<file path="src/rtl/mcpp_pkg.sv">
package mcpp_pkg;

	// Field widths
	localparam int BYTE_W = 8;
	localparam int KIND_W = 4;
	localparam int NIB_W  = 4;
	localparam int SLOT_W = 3;
	localparam int VAL_W  = 16;
	localparam int LEN_W  = 28;
	localparam int ERR_W  = 2;
	localparam int PH_W   = 4;
	localparam int LBC_W  = 2;

	// Longest remaining-length field, in bytes (1 to 4)
	localparam int MAX_LENGTH_BYTES = 4;

	// Byte labels
	localparam logic [KIND_W-1:0] KIND_HEADER    = 4'd0;
	localparam logic [KIND_W-1:0] KIND_LENGTH    = 4'd1;
	localparam logic [KIND_W-1:0] KIND_PNAME     = 4'd2;
	localparam logic [KIND_W-1:0] KIND_LEVEL     = 4'd3;
	localparam logic [KIND_W-1:0] KIND_FLAGS     = 4'd4;
	localparam logic [KIND_W-1:0] KIND_KEEPALIVE = 4'd5;
	localparam logic [KIND_W-1:0] KIND_STRLEN    = 4'd6;
	localparam logic [KIND_W-1:0] KIND_STRDATA   = 4'd7;
	localparam logic [KIND_W-1:0] KIND_ID        = 4'd8;
	localparam logic [KIND_W-1:0] KIND_QOS       = 4'd9;
	localparam logic [KIND_W-1:0] KIND_BODY      = 4'd10;

	// String slots
	localparam logic [SLOT_W-1:0] SLOT_CLIENT_ID  = 3'd0;
	localparam logic [SLOT_W-1:0] SLOT_WILL_TOPIC = 3'd1;
	localparam logic [SLOT_W-1:0] SLOT_WILL_MSG   = 3'd2;
	localparam logic [SLOT_W-1:0] SLOT_USER       = 3'd3;
	localparam logic [SLOT_W-1:0] SLOT_PASSWORD   = 3'd4;
	localparam logic [SLOT_W-1:0] SLOT_TOPIC      = 3'd5;
	localparam logic [SLOT_W-1:0] SLOT_FILTER     = 3'd6;

	// Error codes
	localparam logic [ERR_W-1:0] ERR_NONE = 2'd0;
	localparam logic [ERR_W-1:0] ERR_QOS  = 2'd1;
	localparam logic [ERR_W-1:0] ERR_LEN  = 2'd2;

	// Control packet types
	localparam logic [NIB_W-1:0] TYPE_CONNECT     = 4'd1;
	localparam logic [NIB_W-1:0] TYPE_PUBLISH     = 4'd3;
	localparam logic [NIB_W-1:0] TYPE_PUBACK      = 4'd4;
	localparam logic [NIB_W-1:0] TYPE_SUBSCRIBE   = 4'd8;
	localparam logic [NIB_W-1:0] TYPE_UNSUBSCRIBE = 4'd10;
	localparam logic [NIB_W-1:0] TYPE_UNSUBACK    = 4'd11;

	// CONNECT flag bits
	localparam int CF_WILL_BIT = 2;
	localparam int CF_PASS_BIT = 6;
	localparam int CF_USER_BIT = 7;

	// Parser phases
	localparam logic [PH_W-1:0] PH_HEADER     = 4'd0;
	localparam logic [PH_W-1:0] PH_LENGTH     = 4'd1;
	localparam logic [PH_W-1:0] PH_PNAME_LEN  = 4'd2;
	localparam logic [PH_W-1:0] PH_PNAME_DATA = 4'd3;
	localparam logic [PH_W-1:0] PH_LEVEL      = 4'd4;
	localparam logic [PH_W-1:0] PH_CFLAGS     = 4'd5;
	localparam logic [PH_W-1:0] PH_KEEPALIVE  = 4'd6;
	localparam logic [PH_W-1:0] PH_STRLEN     = 4'd7;
	localparam logic [PH_W-1:0] PH_STRDATA    = 4'd8;
	localparam logic [PH_W-1:0] PH_ID         = 4'd9;
	localparam logic [PH_W-1:0] PH_QOS        = 4'd10;
	localparam logic [PH_W-1:0] PH_BODY       = 4'd11;

	// One result beat
	typedef struct packed {
		logic [KIND_W-1:0] byte_kind;
		logic [NIB_W-1:0]  packet_type;
		logic [NIB_W-1:0]  packet_flags;
		logic [SLOT_W-1:0] string_slot;
		logic [VAL_W-1:0]  field_value;
		logic              field_done;
		logic [LEN_W-1:0]  decoded_length;
		logic              packet_end;
		logic [ERR_W-1:0]  error_code;
	} mcpp_result_t;

endpackage

</file>
<file path="src/rtl/mcpp_parse_core.sv">
module mcpp_parse_core import mcpp_pkg::*; (
	input  logic              clk,
	input  logic              arst_n,
	input  logic              adv,
	input  logic [BYTE_W-1:0] data_byte,
	output mcpp_result_t      result
);

	// Parser state
	logic [PH_W-1:0]   phase_q, phase_n;
	logic [2*NIB_W-1:0] tf_q, tf_n;
	logic [LEN_W-1:0]  acc_q, acc_n;
	logic [LBC_W-1:0]  lbc_q, lbc_n;
	logic [LEN_W-1:0]  bl_q, bl_n;
	logic [BYTE_W-1:0] hold_q, hold_n;
	logic [VAL_W-1:0]  sl_q, sl_n;
	logic [BYTE_W-1:0] cf_q, cf_n;
	logic [SLOT_W-1:0] slot_q, slot_n;
	logic              sub_q, sub_n;

	logic [NIB_W-1:0]  ptype;
	logic [LEN_W-1:0]  acc_sum;
	logic [VAL_W-1:0]  pair_val;
	logic [VAL_W-1:0]  sl_dec;
	logic              more;
	logic              body;
	logic [LEN_W-1:0]  bl_dec;
	logic [PH_W-1:0]   as_ph;
	logic [SLOT_W-1:0] as_slot;
	logic [PH_W-1:0]   al_ph;
	logic [SLOT_W-1:0] al_slot;

	assign ptype    = tf_q[2*NIB_W-1:NIB_W];
	assign more     = data_byte[BYTE_W-1];
	assign acc_sum  = acc_q + (LEN_W'(data_byte[BYTE_W-2:0]) << (5'(lbc_q) * 5'd7));
	assign pair_val = {hold_q, data_byte};
	assign sl_dec   = sl_q - VAL_W'(1);
	assign bl_dec   = (bl_q != '0) ? bl_q - LEN_W'(1) : '0;

	// Where a finished string leads
	always_comb begin
		as_ph   = PH_BODY;
		as_slot = slot_q;
		priority if (ptype == TYPE_CONNECT) begin
			priority if (slot_q < SLOT_WILL_TOPIC && cf_q[CF_WILL_BIT]) begin
				as_ph = PH_STRLEN; as_slot = SLOT_WILL_TOPIC;
			end else if (slot_q < SLOT_WILL_MSG && cf_q[CF_WILL_BIT]) begin
				as_ph = PH_STRLEN; as_slot = SLOT_WILL_MSG;
			end else if (slot_q < SLOT_USER && cf_q[CF_USER_BIT]) begin
				as_ph = PH_STRLEN; as_slot = SLOT_USER;
			end else if (slot_q < SLOT_PASSWORD && cf_q[CF_PASS_BIT]) begin
				as_ph = PH_STRLEN; as_slot = SLOT_PASSWORD;
			end else begin
				as_ph = PH_BODY;
			end
		end else if (ptype == TYPE_PUBLISH) begin
			as_ph = (tf_q[2:1] != 2'b00) ? PH_ID : PH_BODY;
		end else if (ptype == TYPE_SUBSCRIBE) begin
			as_ph = PH_QOS;
		end else if (ptype == TYPE_UNSUBSCRIBE) begin
			as_ph = PH_STRLEN; as_slot = SLOT_FILTER;
		end else begin
			as_ph = PH_BODY;
		end
	end

	// Where a finished length field leads
	always_comb begin
		al_slot = slot_q;
		priority if (ptype == TYPE_CONNECT) begin
			al_ph = PH_PNAME_LEN;
		end else if (ptype == TYPE_PUBLISH) begin
			al_ph = PH_STRLEN; al_slot = SLOT_TOPIC;
		end else if (ptype >= TYPE_PUBACK && ptype <= TYPE_UNSUBACK) begin
			al_ph = PH_ID;
		end else begin
			al_ph = PH_BODY;
		end
	end

	// Per-byte decode
	always_comb begin
		phase_n = phase_q; tf_n = tf_q; acc_n = acc_q; lbc_n = lbc_q; bl_n = bl_q;
		hold_n = hold_q; sl_n = sl_q; cf_n = cf_q; slot_n = slot_q; sub_n = sub_q;
		result = '0;
		result.byte_kind   = KIND_BODY;
		result.string_slot = SLOT_CLIENT_ID;
		result.field_value = VAL_W'(data_byte);
		result.error_code  = ERR_NONE;
		body = 1'b1;

		unique case (phase_q)
			PH_HEADER: begin
				result.byte_kind = KIND_HEADER;
				tf_n = data_byte; acc_n = '0; lbc_n = '0; bl_n = '0; sub_n = 1'b0;
				phase_n = PH_LENGTH;
				body = 1'b0;
			end
			PH_LENGTH: begin
				result.byte_kind = KIND_LENGTH;
				body = 1'b0;
				acc_n = acc_sum;
				if (more && lbc_q < LBC_W'(MAX_LENGTH_BYTES - 1)) begin
					lbc_n = lbc_q + LBC_W'(1);
				end else begin
					if (more) result.error_code = ERR_LEN;
					bl_n = acc_sum;
					if (acc_sum == '0) begin
						result.packet_end = 1'b1;
						phase_n = PH_HEADER;
					end else begin
						sub_n = 1'b0;
						phase_n = al_ph;
						slot_n = al_slot;
					end
				end
			end
			PH_PNAME_LEN: begin
				result.byte_kind = KIND_PNAME;
				if (!sub_q) begin
					hold_n = data_byte; sub_n = 1'b1;
				end else begin
					sub_n = 1'b0;
					result.field_value = pair_val;
					result.field_done = 1'b1;
					sl_n = pair_val;
					phase_n = (pair_val == '0) ? PH_LEVEL : PH_PNAME_DATA;
				end
			end
			PH_PNAME_DATA: begin
				result.byte_kind = KIND_PNAME;
				sl_n = sl_dec;
				if (sl_dec == '0) phase_n = PH_LEVEL;
			end
			PH_LEVEL: begin
				result.byte_kind = KIND_LEVEL;
				result.field_done = 1'b1;
				phase_n = PH_CFLAGS;
			end
			PH_CFLAGS: begin
				result.byte_kind = KIND_FLAGS;
				result.field_done = 1'b1;
				cf_n = data_byte;
				phase_n = PH_KEEPALIVE;
				sub_n = 1'b0;
			end
			PH_KEEPALIVE: begin
				result.byte_kind = KIND_KEEPALIVE;
				if (!sub_q) begin
					hold_n = data_byte; sub_n = 1'b1;
				end else begin
					sub_n = 1'b0;
					result.field_value = pair_val;
					result.field_done = 1'b1;
					slot_n = SLOT_CLIENT_ID;
					phase_n = PH_STRLEN;
				end
			end
			PH_STRLEN: begin
				result.byte_kind = KIND_STRLEN;
				result.string_slot = slot_q;
				if (!sub_q) begin
					hold_n = data_byte; sub_n = 1'b1;
				end else begin
					sub_n = 1'b0;
					result.field_value = pair_val;
					result.field_done = 1'b1;
					sl_n = pair_val;
					if (pair_val == '0) begin
						phase_n = as_ph; slot_n = as_slot;
					end else begin
						phase_n = PH_STRDATA;
					end
				end
			end
			PH_STRDATA: begin
				result.byte_kind = KIND_STRDATA;
				result.string_slot = slot_q;
				sl_n = sl_dec;
				if (sl_dec == '0) begin
					phase_n = as_ph; slot_n = as_slot; sub_n = 1'b0;
				end
			end
			PH_ID: begin
				result.byte_kind = KIND_ID;
				if (!sub_q) begin
					hold_n = data_byte; sub_n = 1'b1;
				end else begin
					sub_n = 1'b0;
					result.field_value = pair_val;
					result.field_done = 1'b1;
					if (ptype == TYPE_SUBSCRIBE || ptype == TYPE_UNSUBSCRIBE) begin
						phase_n = PH_STRLEN; slot_n = SLOT_FILTER;
					end else begin
						phase_n = PH_BODY;
					end
				end
			end
			PH_QOS: begin
				result.byte_kind = KIND_QOS;
				result.field_done = 1'b1;
				if (data_byte[BYTE_W-1:2] != '0) result.error_code = ERR_QOS;
				phase_n = PH_STRLEN; slot_n = SLOT_FILTER; sub_n = 1'b0;
			end
			default: begin
				result.byte_kind = KIND_BODY;
				phase_n = PH_BODY;
			end
		endcase

		// Count down the remaining length on payload-side bytes
		if (body) begin
			bl_n = bl_dec;
			if (bl_dec == '0) begin
				result.packet_end = 1'b1;
				phase_n = PH_HEADER;
				sub_n = 1'b0;
			end
		end

		result.packet_type    = tf_n[2*NIB_W-1:NIB_W];
		result.packet_flags   = tf_n[NIB_W-1:0];
		result.decoded_length = acc_n;
	end

	// State update, one beat per advance
	always_ff @(posedge clk or negedge arst_n) begin
		if (!arst_n) begin
			phase_q <= PH_HEADER; tf_q <= '0; acc_q <= '0; lbc_q <= '0; bl_q <= '0;
			hold_q <= '0; sl_q <= '0; cf_q <= '0; slot_q <= '0; sub_q <= 1'b0;
		end else if (adv) begin
			phase_q <= phase_n; tf_q <= tf_n; acc_q <= acc_n; lbc_q <= lbc_n; bl_q <= bl_n;
			hold_q <= hold_n; sl_q <= sl_n; cf_q <= cf_n; slot_q <= slot_n; sub_q <= sub_n;
		end
	end

endmodule

</file>
<file path="config.mk">
export PLATFORM = sky130hd
export DESIGN_NAME = mcpp_parse_core
export DESIGN_NICKNAME = d
export VERILOG_FILES = /design/src/rtl/mcpp_pkg.sv /design/src/rtl/mcpp_parse_core.sv
export SDC_FILE = /design/constraint.sdc
export NUM_CORES = 1
export LEC_CHECK = 0
export ABC_AREA = 1
export BUFFER_PORTS_ARGS = -buffer_cell sky130_fd_sc_hd__buf_4
export CAP_MARGIN = 20
export CORE_MARGIN = 8
export CORE_UTILIZATION = 55
export DETAILED_ROUTE_END_ITERATION = 7
export PLACE_DENSITY = 0.84
export REMOVE_ABC_BUFFERS = 1
export SYNTH_ARGS = -nofsm -noshare
export SYNTH_HDL_FRONTEND = slang
export SYNTH_SLANG_ARGS = --single-unit
</file>
<file path="constraint.sdc">
create_clock -name clk -period 5.51 [get_ports clk]
set_input_delay 1.102 -clock clk [delete_from_list [all_inputs] [get_ports clk]]
set_output_delay 1.102 -clock clk [all_outputs]
set_load 0.05 [all_outputs]
</file>
==> results of run 1 <==
## flip-flops by register name, indices dropped and copies added (netlist names)
signal / flops
phase_q: 4
sub_q: 1
hold_q: 8
cf_q: 3
bl_q: 28
slot_q: 3
acc_q: 28
lbc_q: 2
tf_q: 8
sl_q: 16
## synth_stat cells, types with 2 or more instances
cell / count
nor3_1: 46
clkinv_1: 2
o21ai_0: 138
and2_1: 2
nand3_1: 97
nand4_1: 27
buf_1: 3
xnor2_1: 7
nand2_1: 447
buf_2: 5
dfrtp_1: 101
a21oi_1: 44
nor2_1: 177
inv_2: 2
nand3b_1: 8
nor4_1: 3
inv_1: 227
nor3_2: 3
xor2_1: 21
or2_2: 5
buf_4: 9
clkbuf_1: 30
nor2_2: 6
o211ai_1: 7
ha_1: 33
o31ai_1: 3
o21a_1: 2
o22ai_1: 10
nand2_2: 3
a31oi_1: 19
## critical path, cell delays in order
cell,delay [ns]
buf_4,0.12
inv_1,0.28
nor3_1,0.10
ha_1,0.43
nand2_1,0.16
nor2_1,0.27
nand2_1,0.09
nor2_1,0.22
inv_1,0.10
nand3_1,0.07
nand2_1,0.08
nand2_1,0.07
nand2_1,0.05
nor2_1,0.14
nand3_1,0.09
nor2_1,0.21
nand4_1,0.14
nand2_1,0.15
buf_4,0.22
## metrics by stage
step	utilization, %	area [µm²]
final	63.33	10100
after global routing	63.33	10100
after CTS	63.16	10070
after detailed placement	60.84	9699
after global placement	60.77	9688
after floorplan	-	8775
## layer usage
layer / wire length (µm) / up-vias / GRT usage, %
met5: 0 / - / 0
li1: - / 4895 / -
met1: 11800 / 4534 / 35.99
met2: 13220 / 527 / 46.92
met4: 1946 / 0 / 18.98
met3: 2452 / 130 / 3.948
## worst paths after layout
check                                   from         to  slack, ns  cells after the start
worst max-delay path            data_byte[3]  result[2]       0.32                     19
worst min-delay path               hold_q[4]  hold_q[4]       0.52                      2
worst max register to register      lbc_q[1]  slot_q[1]       1.88                     20
worst min register to register     hold_q[4]  hold_q[4]       0.52                      2
max in group asynchronous             arst_n   bl_q[11]       3.98                      3
min in group asynchronous             arst_n   sl_q[10]       0.54                      1
## final cells by class
cell class / instances / area (µm²) / share of cell area [%]
Multi-Input combinational cell: 1118 / 5385 / 53.33
Sequential cell: 101 / 2527 / 25.03
Inverter: 231 / 867.1 / 8.587
Timing Repair Buffer: 87 / 676.9 / 6.704
Tap cell: 216 / 270.3 / 2.677
Clock buffer: 9 / 225.2 / 2.230
Clock inverter: 7 / 145.1 / 1.437
## power breakdown
| part | internal, W | leakage, nW | switching (W) | total [W] |
|---|---|---|---|---|
| Clock | 0.000495 | 0.182 | 0.000327 | 0.000822 |
| Combinational | 0.00105 | 3.76 | 0.00249 | 0.00353 |
| Sequential | 0.00105 | 1.29 | 0.000313 | 0.00136 |
## cells by family after synthesis
group | share of synthesized area (%)
buffers and inverters | 12.16
AND/OR/NAND/NOR | 38.54
flip-flops | 28.08
AO/OA/AOI/OAI | 13.69
adder cells (fa/ha/maj) | 4.809
XOR/XNOR | 2.724
==> impl_metrics.env, run 1 <==
export IMPL_ys_async_sr_fraction_pct=100.0
export IMPL_yosys_area_top_type_share_pct=28.08
export IMPL_final_cells=1769
export IMPL_wl_per_cell_um=16.63
export IMPL_antenna_found_initial=0
export IMPL_ant_nets=0
export IMPL_cts_sinks=101
export IMPL_dieArea_um2=20720
export IMPL_synth_edf_count=0
export IMPL_fp_coreArea_um2=15940
export IMPL_layout_common_cells="nand2_1, inv_1, nor2_1"
export IMPL_syn_inst=1498
export IMPL_syn_to_final_growth_pct=12.16
export IMPL_viasPerCell=5.702
export IMPL_yosysTopAreaCell="dfrtp_1"
export IMPL_diodes=0
export IMPL_slew_limit_headroom_pct=34.25
export IMPL_wl_um=29420
export IMPL_crit_arrival_ns=4.09
export IMPL_num_rows=46
export IMPL_place_inst=1752
export IMPL_num_io_pins=74
export IMPL_crit_type="input port to output port"
export IMPL_netlist_area_um2=9002
export IMPL_drtPass1Iterations=7
export IMPL_finalHoldViolCount=0
export IMPL_fillers=1535
export IMPL_pre_cts_slack_ns=0.4606
export IMPL_worst_slack_ns=0.3199
export IMPL_cts_root_buf="clkbuf_16"
export IMPL_ys_types=41
export IMPL_hold_path_class="flip-flop to flip-flop"
export IMPL_grt_max_degree=77
export IMPL_vias=10090
export IMPL_max_freq_ghz=0.1927
export IMPL_critPathLaunchType="input port"
export IMPL_post_cts_buffers=0
export IMPL_cts_hold_buffers=0
export IMPL_ys_seq_area_share_pct=28.08
export IMPL_final_setup_viol_count=0
export IMPL_ir_drop_v=0.0003232
export IMPL_drc=0
export IMPL_crit_path_end_kind="output port"
export IMPL_hold_worst_slack_ns=0.5250
export IMPL_rsz0062_at_grt="false"
export IMPL_cts_resized=0
export IMPL_period_share_pct=94.19
export IMPL_tightestPinTransition_ns=0.9852
export IMPL_p_per_area_nw_per_um2=565.8
export IMPL_required_ns=4.41
export IMPL_synth_avg_cell_area_um2=6.010
export IMPL_fp_dieH_um=143.9
export IMPL_drive_gt1_share_pct=8.113
export IMPL_io_buffers=73
export IMPL_clock_path_buffers=2
export IMPL_gr_total_overflow=0
export IMPL_numCtsBuffers=9
export IMPL_grt_usage_pct=29.15
export IMPL_period_minus_slack_ns=5.190
export IMPL_grt_pass1_vias=9517
export IMPL_initial_core_util_pct=56.47
export IMPL_die_w_um=143.9
export IMPL_ys_top_cells_by_area="dfrtp_1, nand2_1, inv_1, o21ai_0, nor2_1"
export IMPL_yosysWarnings=0
export IMPL_critPathMaxFanout=7
export IMPL_yosys_most_used_dff="dfrtp_1"
export IMPL_layout_commonest_cell="nand2_1"
export IMPL_h_tree_depth=3
export IMPL_cap_viol_max_count=0
export IMPL_final_nets=1593
export IMPL_dp_hpwl_um=22950
export IMPL_clk_latency_ns=0.37
export IMPL_ys_seq_elements=101
export IMPL_power_w=0.005713
export IMPL_status="finished clean"
export IMPL_gp_congestion=1.027
export IMPL_clk_pin_slew_worst_paths_ns=0.08
export IMPL_clock_skew_ns=0.008332
export IMPL_finalSetupTns_ns=0
export IMPL_drtIter0Drc=967
export IMPL_p_leak_nw=5.234
export IMPL_grt_pass1_wl_um=47420
export IMPL_cts_tree="built"
export IMPL_report_final_slew_viol_count=0
Power figures use the tool's default switching activity.
==> run 2, diff against run 1 <==
--- a/config.mk
+++ b/config.mk
@@ -9,9 +9,9 @@
 export BUFFER_PORTS_ARGS = -buffer_cell sky130_fd_sc_hd__buf_4
 export CAP_MARGIN = 20
 export CORE_MARGIN = 8
-export CORE_UTILIZATION = 55
+export CORE_UTILIZATION = 40
 export DETAILED_ROUTE_END_ITERATION = 7
-export PLACE_DENSITY = 0.84
+export PLACE_DENSITY = 0.67
 export REMOVE_ABC_BUFFERS = 1
 export SYNTH_ARGS = -nofsm -noshare
 export SYNTH_HDL_FRONTEND = slang
==> run 2 against run 1 <==
Net effect: register-to-register slack got worse by 0.09 ns; final area up 0.19%; core utilization shrank 18 points; hold slack gained 0.019 ns; count of clock-buffer cells in the layout did not move; via count down 2.0%; global-route usage shrank 6.5 points; cell count is 4.0% higher; sequential cell count stayed put; clock power decreased by 16%; power fell by 2.3%; maximum frequency fell by 1.5%; critical path type unchanged; largest cell class unchanged.
==> impl_metrics.env, run 2 (synthesis gave the netlist of run 1 again) <==
export IMPL_period_share_pct=95.63
export IMPL_p_per_area_nw_per_um2=551.5
export IMPL_io_buffers=73
export IMPL_crit_arrival_ns=4.17
export IMPL_gp_congestion=0.9960
export IMPL_max_freq_ghz=0.1898
export IMPL_tightestPinTransition_ns=0.9508
export IMPL_cap_viol_max_count=0
export IMPL_cts_hold_buffers=0
export IMPL_slew_limit_headroom_pct=36.61
export IMPL_antenna_found_initial=0
export IMPL_num_io_pins=74
export IMPL_hold_path_class="flip-flop to flip-flop"
export IMPL_dieArea_um2=27560
export IMPL_final_setup_viol_count=0
export IMPL_biggestRegsByFlops="acc_q: 28 flops, bl_q: 28 flops, sl_q: 16 flops"
export IMPL_period_minus_slack_ns=5.269
export IMPL_die_w_um=166.0
export IMPL_h_tree_depth=3
export IMPL_p_leak_nw=5.198
export IMPL_diodes=0
export IMPL_fp_coreArea_um2=22370
export IMPL_post_cts_buffers=0
export IMPL_cts_sinks=101
export IMPL_fp_dieH_um=166.0
export IMPL_grt_pass1_vias=9446
export IMPL_finalHoldViolCount=0
export IMPL_grt_usage_pct=22.67
export IMPL_drc=0
export IMPL_report_final_slew_viol_count=0
export IMPL_final_nets=1594
export IMPL_viasPerCell=5.374
export IMPL_clk_pin_slew_worst_paths_ns=0.07
export IMPL_status="finished clean"
export IMPL_clock_skew_ns=0.008871
export IMPL_drtIter0Drc=886
export IMPL_rsz0062_at_grt="false"
export IMPL_layout_common_cells="nand2_1, inv_1, nor2_1"
export IMPL_syn_to_final_growth_pct=12.37
export IMPL_numCtsBuffers=9
export IMPL_cts_tree="built"
export IMPL_drtPass1Iterations=7
export IMPL_dp_hpwl_um=24690
export IMPL_place_inst=1822
export IMPL_critPathLaunchType="input port"
export IMPL_ir_drop_v=0.0002301
export IMPL_cts_resized=0
export IMPL_clock_path_buffers=2
export IMPL_required_ns=4.41
export IMPL_layout_commonest_cell="nand2_1"
export IMPL_wl_um=31150
export IMPL_wl_per_cell_um=16.94
export IMPL_drive_gt1_share_pct=8.172
export IMPL_clk_latency_ns=0.37
export IMPL_num_rows=55
export IMPL_ant_nets=0
export IMPL_cts_root_buf="clkbuf_16"
export IMPL_final_cells=1839
export IMPL_grt_pass1_wl_um=50250
export IMPL_finalSetupTns_ns=0
export IMPL_critPathMaxFanout=5
export IMPL_gr_total_overflow=0
export IMPL_vias=9882
export IMPL_initial_core_util_pct=40.25
export IMPL_grt_max_degree=76
export IMPL_crit_type="input port to output port"
export IMPL_crit_path_end_kind="output port"
## run 2: cell count changes in the layout (fill, tap and decap cells not counted)
cell / delta
buf_8: +1
buf_6: -1
bufinv_16: -3
buf_16: -1
clkinv_4: +1
buf_4: +2
clkinvlp_4: +2
inv_6: -1
clkinv_8: +1
## run 2: worst max-delay path, cell delays in order
cell	delay (ns)
buf_4	0.12
inv_1	0.09
nor3_1	0.31
ha_1	0.36
fa_1	0.25
nand2_1	0.06
nand2_1	0.14
nand3_1	0.12
nand2_1	0.20
nand2_1	0.11
nand2_1	0.14
nand2_1	0.09
nand2_1	0.06
nand2_1	0.05
nor2_1	0.13
nand3_1	0.09
nor2_1	0.17
nand4_1	0.17
nand2_1	0.17
buf_4	0.22
## run 2: through the flow
step	hold slack, ns	power (W)	instance area [µm²]	setup WS, ns	utilization, %
floorplan	0.4746	0.003743	8775	1.072	-
global placement	0.5171	0.004831	9789	0.3332	43.77
detailed placement	0.5297	0.004854	9789	0.3118	43.77
CTS	0.5504	0.005570	10100	0.3122	45.16
global route	0.5770	0.006043	10120	0.04205	45.23
finish	0.5444	0.005579	10120	0.2407	45.23
## run 2: final timing paths
kind | to | startpoint | slack [ns] | cells after the start
hold reg to reg | tf_q[0] | tf_q[0] | 0.54 | 2
max in group asynchronous | bl_q[1] | arst_n | 3.59 | 2
min in group asynchronous | sl_q[11] | arst_n | 0.86 | 1
setup / recovery | result[2] | data_byte[0] | 0.24 | 20
setup reg to reg | slot_q[0] | lbc_q[1] | 1.79 | 20
hold / removal | tf_q[0] | tf_q[0] | 0.54 | 2
## run 2: final cells by class
type / instances / area [µm²]
clock buffers: 9 / 225.2
clock inverters: 7 / 86.33
fillers: 2435 / 12250
inverters: 231 / 867.1
multi-input cells: 1118 / 5385
flip-flops and latches: 101 / 2527
well taps: 285 / 356.6
repair buffers: 88 / 668.1
## run 2: metal layers
layer	GRT usage [%]	routed length [µm]	vias up
met2	37.07	13900	365
met1	28.63	13740	4537
met5	0	0	-
met4	11.19	1516	0
met3	3.732	1997	81
li1	-	-	4899
## run 2: report_power, final
group	internal, W	switching (W)
clock	0.000360	0.000331
sequential	0.00104	0.000312
combinational	0.00104	0.00249
total	0.00245	0.00313
